**src/design/csmf_pkg.sv**
```systemverilog
// types and constants of the complex sign matched filter
package csmf_pkg;

  localparam int DATA_W  = 16;
  localparam int SIGN_W  = 32;
  localparam int CFG_A_W = 8;

  localparam logic [SIGN_W-1:0] SIGN_I_RESET = 32'hE307A73A;
  localparam logic [SIGN_W-1:0] SIGN_Q_RESET = 32'h285A57AB;

  localparam logic [CFG_A_W-1:0] REG_IN_PHASE_SIGNS   = 8'd0;
  localparam logic [CFG_A_W-1:0] REG_QUADRATURE_SIGNS = 8'd1;

  typedef struct packed {
    logic signed [DATA_W-1:0] sample_i;
    logic signed [DATA_W-1:0] sample_q;
  } in_item_t;

  typedef struct packed {
    logic signed [DATA_W-1:0] out_x;
    logic signed [DATA_W-1:0] out_y;
  } out_item_t;

  // one tap's contribution, or a partial sum, modulo 2^DATA_W
  typedef struct packed {
    logic [DATA_W-1:0] x;
    logic [DATA_W-1:0] y;
  } term_t;

  // set bit means coefficient -1
  typedef struct packed {
    logic neg_i;
    logic neg_q;
  } coef_t;

endpackage

```
**src/design/csmf_add_tree.sv**
```systemverilog
// registered binary adder tree over the tap contributions
module csmf_add_tree #(
  parameter int LEAVES = 32
) (
  input  logic            clk,
  input  logic            rst_n,
  input  logic            en,
  input  logic            leaf_valid,
  input  csmf_pkg::term_t leaf [LEAVES],
  output logic            root_valid,
  output csmf_pkg::term_t root
);

  localparam int LVL = (LEAVES > 1) ? $clog2(LEAVES) : 1;
  localparam int N   = 1 << LVL;

  csmf_pkg::term_t node_r [N-1];
  csmf_pkg::term_t all    [2*N-1];
  logic [LVL-1:0]  vld_r;

  genvar g;
  generate
    for (g = 0; g < N - 1; g++) begin : g_node
      assign all[g] = node_r[g];
      always_ff @(posedge clk) begin
        if (en) begin
          node_r[g].x <= all[2*g+1].x + all[2*g+2].x;
          node_r[g].y <= all[2*g+1].y + all[2*g+2].y;
        end
      end
    end
    for (g = 0; g < N; g++) begin : g_leaf
      if (g < LEAVES) begin : g_used
        assign all[N-1+g] = leaf[g];
      end else begin : g_pad
        assign all[N-1+g] = '0;
      end
    end
  endgenerate

  // valid travels with the sums, deepest level first
  always_ff @(posedge clk) begin
    if (!rst_n) begin
      vld_r <= '0;
    end else if (en) begin
      vld_r[0] <= leaf_valid;
      for (int d = 1; d < LVL; d++) begin
        vld_r[d] <= vld_r[d-1];
      end
    end
  end

  assign root_valid = vld_r[LVL-1];
  assign root       = node_r[0];

endmodule

```
**config.mk**
```make
export PLATFORM = sky130hd
export DESIGN_NAME = csmf_add_tree
export DESIGN_NICKNAME = d
export VERILOG_FILES = /design/src/design/csmf_pkg.sv /design/src/design/csmf_add_tree.sv
export SDC_FILE = /design/constraint.sdc
export NUM_CORES = 2
export LEC_CHECK = 0
export BUFFER_PORTS_ARGS = -buffer_cell sky130_fd_sc_hd__buf_4
export CAP_MARGIN = 5
export CORE_ASPECT_RATIO = 1.25
export CORE_UTILIZATION = 35
export DETAILED_ROUTE_END_ITERATION = 7
export PLACE_DENSITY_LB_ADDON = 0.05
export SLEW_MARGIN = 0
export SYNTH_ARGS = -nofsm -noshare
export SYNTH_HDL_FRONTEND = slang
export SYNTH_SLANG_ARGS = --single-unit
```
**constraint.sdc**
```tcl
create_clock -name clk -period 5.3 [get_ports clk]
set_input_delay 0 -clock clk [delete_from_list [all_inputs] [get_ports clk]]
set_output_delay 0 -clock clk [all_outputs]
set_load 0.02 [all_outputs]
```
==> results.ini <==
[routing]
routed_wl_mm = 228
drtIter0Drc = 3008
vias_per_cell = 5.04
ant_nets = 0
post-route-drc-count = 0
routedWlPerCell_um = 20.1
first_pass_iters = 5
vias = 57400

[timing]
min_period_ps = 3650
slew_headroom_pct = 26.0
report.final.setup_viol = 0
tightest_slew_ps = 1100
setup_tns_ps = 0
max_freq_ghz = 0.274
hold_viol = 0
worst_hold_slack_ps = 80.3
finalCritPeriodShare_pct = 68.8
rsz0062_at_grt = no
clock_skew_ps = 23.0
drv_slew = 0

[power]
power_density_mw_per_mm2 = 421
p_leak_nw = 42.6
switching_share_pct = 36.0
finalPower_mw = 41.8
combPwrFrac_pct = 48.1
power.switching_mw = 15.1
max-vdd-ir-drop_mv = 0.305
seq_power_share_pct = 32.7
p_clk_share_pct = 19.2
p_int_mw = 26.8

[logic_synthesis]
synthCells = 6051
syn-num-nets = 8071
ys.flop_type = edfxtp_1
synth_edf_count = 992
synth.yosys.seq_area_share_pct = 43.0
synth-seq-cells = 997
async_flop_share_pct = 0
netlist_area_mm2 = 0.0695
ys_warn_count = 0
syn_area_per_cell_um2 = 11.5
ys_types = 76

[clocking]
cts_max_path_buffers = 3
path_clk_slew_ps = 60
cts_buffers = 111
postCtsResizedCells = 0
clk_latency_ps = 740
h-tree-depth = 3
clock_sinks = 997
cts_tree = done
cts_root_buf = clkbuf_16

[outcome]
run_status = completed

[critical_path]
cp_cell_sequence = dlygate4sd3_1 -> buf_4 -> ha_1 -> dlygate4sd3_1 -> a21oi_1 -> o21ai_0 -> a21oi_1 -> o21ai_0 -> a221o_1 -> a211oi_1 -> dlygate4sd3_1 -> nor2_1 -> dlygate4sd3_1
required_ps = 5770
max_stage_delay_ps = 590
setup.worst_path.start_class = input pin
critPathMostFrequentCell = dlygate4sd3_1
r2r_slack_ps = 2400
cp.arrival_ps = 4120
cp-end-kind = register
slowest_stage = dlygate4sd3_1
critPathMaxFanout = 3
r2r_start = node_r[30][0]$_DFFE_PP_
rr_endpoint = node_r[14][14]$_DFFE_PP_
crit_end = node_r[18][28]$_DFFE_PP_
cp-startpoint = leaf[818]
critPathKind = in2reg
worstRegToRegCells = 9

[global_route]
grt_pass1_vias = 59900
grt_max_degree = 129
overflow = 0
grt_first_pass_wirelength_mm = 348
antenna_found_initial = 27
gr-usage-all-layers_pct = 22.3

[job]
cap_violations = 0

[floorplanning]
fp.dieW_um = 401
core-area_mm2 = 0.197
dieArea_mm2 = 0.200
rows = 182
initial_core_util_pct = 35.3
ios = 1061
floorplan.die.height_um = 500

[place]
port-buffer-count = 1060
gp_congestion = 0.880
dp_hpwl_mm = 180

[final_layout]
drive_gt1_share_pct = 15.8
syn2layout_area_growth_pct = 42.8
num-nets-final = 10700

[hold_path]
hp-class = in2reg

## metal layers
layer  vias up  global-route usage (%)  routed length (µm)
met1     27300                    28.3              101000
met2      1292                    38.9              110000
met5         -                       0                 123
met3       246                    3.81               11500
met4        20                    6.21                5880
li1      28500                       -                   -
## worst max-delay path, delay by kind of cell
family                   cells  cell delay [ps]
buffers and inverters        5             2410
AO/OA/AOI/OAI                6             1370
adder cells (fa/ha/maj)      1              290
AND/OR/NAND/NOR              1               50
## flip-flops by register name (all words and copies together) (netlist names)
register and cells:
node_r 992, vld_r 5
## final cells by class
type	count	area, µm²
antenna	12	30.0
clock buffer	128	2880
inverter	197	739
multi-input combinational	4854	38900
clock inverter	78	855
fill	17900	97700
tap	2576	3220
timing repair buffer	2533	22800
sequential	997	29900
## power by group through the flow
stage	combinational [mW]	clock (mW)	sequential, mW
detailed placement	18.3	0	13.8
finish	20.1	8.05	13.7
floorplan	12.8	0	13.2
global route	22.4	8.55	13.9
global placement	18.4	0	13.9
CTS	20.3	8.32	13.8
## cells by family (layout without fill, tap and decap cells)
kind of cell / count (synthesis) / after routing / synth area share [%]
buffers and inverters: 200 / 2936 / 1.08
AO/OA/AOI/OAI: 1940 / 1940 / 19.2
other: 0 / 12 / 0
AND/OR/NAND/NOR: 1062 / 1062 / 7.35
XOR/XNOR: 855 / 855 / 10.8
adder cells (fa/ha/maj): 992 / 992 / 18.5
multiplexers: 5 / 5 / 0.0720
flip-flops: 997 / 997 / 43.0
## cells in the final DEF, fill, tap and decap left out, types with 164 or more instances in the layout
cell type      netlist  routed
xor2_1             284     284
a21oi_1            532     532
nand2_1            164     164
dlygate4sd3_1        0    1457
a21o_1             437     437
buf_4                0    1066
o21ai_0            271     271
inv_1              197     197
edfxtp_1           992     992
xnor2_1            571     571
ha_1               930     930
nor2_1             398     398
## worst min-delay path by stage
| stage | from | to | slack, ps | cells after the start |
|---|---|---|---|---|
| after floorplan | en | node_r[0][0]$_DFFE_PP_ | 110 | 0 |
| after global placement | rst_n | vld_r[4]$_SDFFE_PN0P_ | 250 | 2 |
| after detailed placement | rst_n | vld_r[4]$_SDFFE_PN0P_ | 260 | 2 |
| after CTS | leaf[970] | node_r[15][11]$_DFFE_PP_ | 10 | 5 |
| after global routing | leaf[100] | node_r[29][4]$_DFFE_PP_ | 60 | 3 |
| final | leaf[970] | node_r[15][11]$_DFFE_PP_ | 80 | 5 |
## repair_timing
action / 4_1_cts / 5_1_grt
setup buffers: 0 / 0
endpoints found under the setup margin: 0 / 0
hold buffers: 1457 / 0
hold endpoints to repair: 584 / 0
## Yosys cell counts (all sizes together) (13+ instances only)
library cell	number	area (µm²)
nand3	46	230
and2	29	181
o31ai	53	408
nand2	164	616
a31oi	35	219
ha	930	11600
nor3	91	455
edfxtp	992	29800
a41oi	18	158
a2111oi	13	140
o211a	18	180
o21ai	282	1420
xor2	284	2490
nand2b	20	125
o211ai	23	173
fa	62	1240
o21bai	99	743
a221oi	48	677
nor2	398	1490
a211oi	93	703
xnor2	571	5000
o41a	43	484
inv	197	739
nand3b	21	158
a22oi	13	103
a31o	29	254
a21oi	557	2880
or2	29	181
a221o	29	290
nor2b	63	394
a21o	437	3280
nand4	55	344
o21a	82	616
and3	119	744
## through the flow
step           area, µm²  worst slack (ps)  cells  utilization (%)
3_5_place_dp       80900              2180   9700             41.1
2_1_floorplan      69500              2730   6051                -
3_3_place_gp       80900              2220   9700             41.1
5_1_grt            99300              1580  11400             50.4
6_report           99300              1650  11400             50.4
4_1_cts            99300              1800  11400             50.4
No activity file was read; power rests on OpenSTA's default activity.
