$ cat src/design/csmf_pkg.sv
// types and constants of the complex sign matched filter
package csmf_pkg;

  localparam int DATA_W  = 16;
  localparam int SIGN_W  = 32;
  localparam int CFG_A_W = 8;

  localparam logic [SIGN_W-1:0] SIGN_I_RESET = 32'hE307A73A;
  localparam logic [SIGN_W-1:0] SIGN_Q_RESET = 32'h285A57AB;

  localparam logic [CFG_A_W-1:0] REG_IN_PHASE_SIGNS   = 8'd0;
  localparam logic [CFG_A_W-1:0] REG_QUADRATURE_SIGNS = 8'd1;

  typedef struct packed {
    logic signed [DATA_W-1:0] sample_i;
    logic signed [DATA_W-1:0] sample_q;
  } in_item_t;

  typedef struct packed {
    logic signed [DATA_W-1:0] out_x;
    logic signed [DATA_W-1:0] out_y;
  } out_item_t;

  // one tap's contribution, or a partial sum, modulo 2^DATA_W
  typedef struct packed {
    logic [DATA_W-1:0] x;
    logic [DATA_W-1:0] y;
  } term_t;

  // set bit means coefficient -1
  typedef struct packed {
    logic neg_i;
    logic neg_q;
  } coef_t;

endpackage

$ cat src/design/csmf_tap_cell.sv
// one tap cell: holds a delayed sample (when HOLD is set) and forms its signed contribution
module csmf_tap_cell #(
  parameter bit HOLD = 1'b1
) (
  input  logic               clk,
  input  logic               rst_n,
  input  logic               en,
  input  csmf_pkg::in_item_t sample_in,
  input  csmf_pkg::coef_t    coef,
  output csmf_pkg::in_item_t sample_out,
  output csmf_pkg::term_t    term_out
);

  logic [csmf_pkg::DATA_W-1:0] i_ci, q_ci, q_cq, i_cq;
  csmf_pkg::term_t             term_r, term_nxt;

  always_comb begin
    i_ci = coef.neg_i ? ('0 - sample_in.sample_i) : sample_in.sample_i;
    q_ci = coef.neg_i ? ('0 - sample_in.sample_q) : sample_in.sample_q;
    q_cq = coef.neg_q ? ('0 - sample_in.sample_q) : sample_in.sample_q;
    i_cq = coef.neg_q ? ('0 - sample_in.sample_i) : sample_in.sample_i;
    term_nxt.x = i_ci + q_cq;
    term_nxt.y = q_ci - i_cq;
  end

  always_ff @(posedge clk) begin
    if (en) begin
      term_r <= term_nxt;
    end
  end

  assign term_out = term_r;

  generate
    if (HOLD) begin : g_hold
      csmf_pkg::in_item_t sample_r;
      always_ff @(posedge clk) begin
        if (!rst_n) begin
          sample_r <= '0;
        end else if (en) begin
          sample_r <= sample_in;
        end
      end
      assign sample_out = sample_r;
    end else begin : g_end
      // end of the delay line
      assign sample_out = '0;
    end
  endgenerate

endmodule

$ cat config.mk
export PLATFORM = sky130hd
export DESIGN_NAME = csmf_tap_cell
export DESIGN_NICKNAME = d
export VERILOG_FILES = /design/src/design/csmf_pkg.sv /design/src/design/csmf_tap_cell.sv
export SDC_FILE = /design/constraint.sdc
export NUM_CORES = 1
export LEC_CHECK = 0
export ABC_AREA = 1
export BUFFER_PORTS_ARGS = -buffer_cell sky130_fd_sc_hd__buf_2
export CAP_MARGIN = 20
export CELL_PAD_IN_SITES_DETAIL_PLACEMENT = 1
export CELL_PAD_IN_SITES_GLOBAL_PLACEMENT = 1
export CORE_ASPECT_RATIO = 1.2
export CORE_MARGIN = 5
export CORE_UTILIZATION = 40
export CTS_BUF_LIST = sky130_fd_sc_hd__clkbuf_16
export CTS_CLUSTER_DIAMETER = 120
export DETAILED_ROUTE_END_ITERATION = 8
export PLACE_DENSITY = 0.91
export SETUP_SLACK_MARGIN = 0.05
export SYNTH_ARGS = -nofsm -noshare
export SYNTH_HDL_FRONTEND = slang
export SYNTH_SLANG_ARGS = --single-unit
$ cat constraint.sdc
create_clock -name clk -period 3.3 [get_ports clk]
set_input_delay 0.165 -clock clk [delete_from_list [all_inputs] [get_ports clk]]
set_output_delay 0.165 -clock clk [all_outputs]
set_load 0.005 [all_outputs]
==> run metrics <==
overall die width=111 um; via count=between 5000 and 6000; Cell Area, Placed=approximately 5600 um2; RSZ-0062 raised after global routing=no; startpoint class of the critical path=input pin; global-route wire length before repair=between 20 and 30 mm; r2r setup slk=roughly 2.6 ns; Die Outline Area=14600 um2; combined flip-flop and latch cell area=about 1600 um2; # resized after CTS=0; Reg power frac=35.1%; share of power burned in the clock network=34.8%; post-route setup TNS=0 ns; post-detail-place hpwl=about 13 mm; number of nets in the finished design=857; Floorplan Core Area=12100 um2; layout cells sized above 1=between 10% and 20%; global placer's final weighted congestion=approximately 0.91; global routing usage summed across all routing layers=between 20 and 25%; Synth area leaders=sky130_fd_sc_hd__edfxtp_1 (19%), sky130_fd_sc_hd__nand2_1 (13%), sky130_fd_sc_hd__dfxtp_1 (13%); max-cap check violation count=0; library cell with the largest summed area after synthesis=sky130_fd_sc_hd__edfxtp_1; synthesized area per cell=approximately 7 um2; Gate Count Post-Synth=a little under 700; root buffer cell=sky130_fd_sc_hd__clkbuf_16; DRC violation count after routing=0; largest fanout of any net on the critical path=6; switching power as a share of total power=about a third; Post-CTS Hold Fix Bufs=0; Crit Path Category=in2reg; clock buffer count from CTS=9; final hold viol count=0; post-CTS setup buffer count=0; Core Rows=44; number of global-route vias before repair=~5300; Final setup violation count=0; LEAKAGE=approximately 2.9 nW; Worst Path Arrival=~2.9 ns; TritonCTS clock tree=built; maximum number of pins on one net before global-route repair=between 60 and 70; Min-Delay Startpoint=sample_in[22]; placed insts=936; post-layout min period=approximately 2.8 ns; 1st-iter DRT viols=roughly 200; worst vdd ir=234 uV; critical register-to-register path startpoint=sample_out[11]$_SDFFE_PN0P_; via count normalized by instance count=between 5 and 6; transition time at the pin with the least slew margin=about 0.9 ns; synthesized flop and latch total=63; number of non-filler instances in the completed layout=around 950; commonest non-fill, non-tap cell in the layout=sky130_fd_sc_hd__nand2_1; ratio of final minimum period to clock period=between 80% and 90%; count of filler cells inserted in the layout=roughly 1600; crit end category=flip-flop; maximum count of clock buffers along a single path=2; synthesis warning total=0; area fraction of the dominant cell type after synthesis=18.9%; Worst Hold Margin=0.156 ns; Port-buffer cells=100; Num Clock Sinks=63; first-pass iteration count of the detailed router=5; routed wire length=around 16 mm; CTS clock-pin slew for the worst setup and hold paths=roughly 0.06 ns; syn_nets=764; Avg WL per Cell=between 15 and 20 um; starting density of the core=40.8%; post-placement setup slack=about 0.22 ns; status=completed; top-level I/O count=just over 100; latest clock arrival within the worst-skew pair=about 0.34 ns; number of distinct library cell variants in the gate-level netlist after synthesis=36; H-tree depth=3; Max-slew headroom=between 30% and 40%; Core Util, Final=slightly below 50%; Total Power Consumption=2.84 mW; Max Clock Skew=0 ns; antenna violations before repair=1; Cell Int Power=around 1.9 mW; final worst-path setup slack=between 0.4 and 0.5 ns; commonest non-fill, non-tap cells in the layout=sky130_fd_sc_hd__nand2_1 (172), sky130_fd_sc_hd__buf_2 (100), sky130_fd_sc_hd__o21ai_0 (81), sky130_fd_sc_hd__inv_1 (67), sky130_fd_sc_hd__a21oi_1 (56); post-synthesis to final-layout area growth=19.8%; summed instance area of the synthesized netlist=between 4000 and 5000 um2; Hold WC Path Type=in2reg; combinational share of power=a little under a third; ANT nets after route=0; Layout Cell Area excl Fill=5890 um2; combined area of the multi-input logic cells=around 3000 um2; net switching component of the power=roughly 930 uW; Worst setup startpoint=sample_in[0]; Final Slew Violations=0; sequential fraction of the synthesis area=a little under a third; GRT overflow=0; ratio of total power to cell area=around 480 nW/um2; DIE HEIGHT=roughly 130 um; upper clock frequency limit=about 0.35 GHz; CP required=3.38 ns
==> cell usage after synthesis, drive strengths merged <==
library cell and number:
fa 2, a211oi 1, ha 32, nor3 6
edfxtp 31, nand2 177, nand3b 2, or2 3
o21ai 92, o21a 1, nand4 9, inv 67
and2 1, xnor2 9, a21o 4, xor2 29
o21bai 3, nand3 49, clkbuf 18, a21boi 2
nor4 3, a31oi 4, buf 5, nor2 55
dfxtp 32, a21oi 56
==> area by class of cell <==
cell class                      count  share of cell area, %
Timing Repair Buffer              105                   9.35
Sequential cell                    63                   26.7
Clock buffer                       10                   4.25
Tap cell                          161                   3.42
Multi-Input combinational cell    540                   50.8
Clock inverter                      6                   1.13
Inverter                           67                   4.27
Antenna cell                        1                 0.0425
==> flip-flops by register name, indices dropped and copies added, names as in the netlist <==
| signal | count |
|---|---|
| sample_out | 32 |
| term_out | 31 |
==> critical path, stage by stage <==
cell and delay (ns):
sky130_fd_sc_hd__buf_2 0.11, sky130_fd_sc_hd__inv_1 0.16, sky130_fd_sc_hd__ha_1 0.25, sky130_fd_sc_hd__nand4_1 0.23, sky130_fd_sc_hd__nor2_2 0.19, sky130_fd_sc_hd__nand2_1 0.12, sky130_fd_sc_hd__xor2_1 0.22, sky130_fd_sc_hd__o21ai_1 0.14
sky130_fd_sc_hd__ha_1 0.40, sky130_fd_sc_hd__nand2_1 0.15, sky130_fd_sc_hd__inv_1 0.09, sky130_fd_sc_hd__a21boi_0 0.31, sky130_fd_sc_hd__o21a_1 0.19, sky130_fd_sc_hd__nand2_1 0.06, sky130_fd_sc_hd__xor2_1 0.13
==> metal layers <==
layer	part of all wire, %	global-route usage (%)	wire length (um)	vias to the layer above
li1	-	-	-	2511
met3	4.8	3.82	789	31
met4	2.8	8.38	459	0
met2	48	38.1	7910	152
met5	0	0	0	-
met1	44	28.7	7240	2434
==> kinds of logic after synthesis <==
logic type | count (synthesis) | synth area share [%]
xor+xnor | 38 | 6.77
fa+ha+maj | 34 | 8.96
flops | 63 | 32.0
buf+inv | 90 | 7.10
simple gates | 305 | 27.8
compound gates | 163 | 17.4
==> final timing paths <==
kind	end	cells after the start
setup / recovery	term_out[29]$_DFFE_PP_	15
hold / removal	sample_out[22]$_SDFFE_PN0P_	3
setup reg to reg	sample_out[11]$_SDFFE_PN0P_	2
hold reg to reg	sample_out[13]$_SDFFE_PN0P_	2
==> power by group through the flow <==
stage / Combinational [mW] / Clock (mW) / Sequential (mW)
2_1_floorplan: 0.503 / 0 / 1.03
5_1_grt: 0.961 / 1.06 / 1.01
3_5_place_dp: 0.847 / 0 / 1.01
3_3_place_gp: 0.821 / 0 / 1.01
4_1_cts: 0.857 / 1.02 / 0.998
6_report: 0.856 / 0.990 / 0.996
Power figures use the tool's default switching activity.
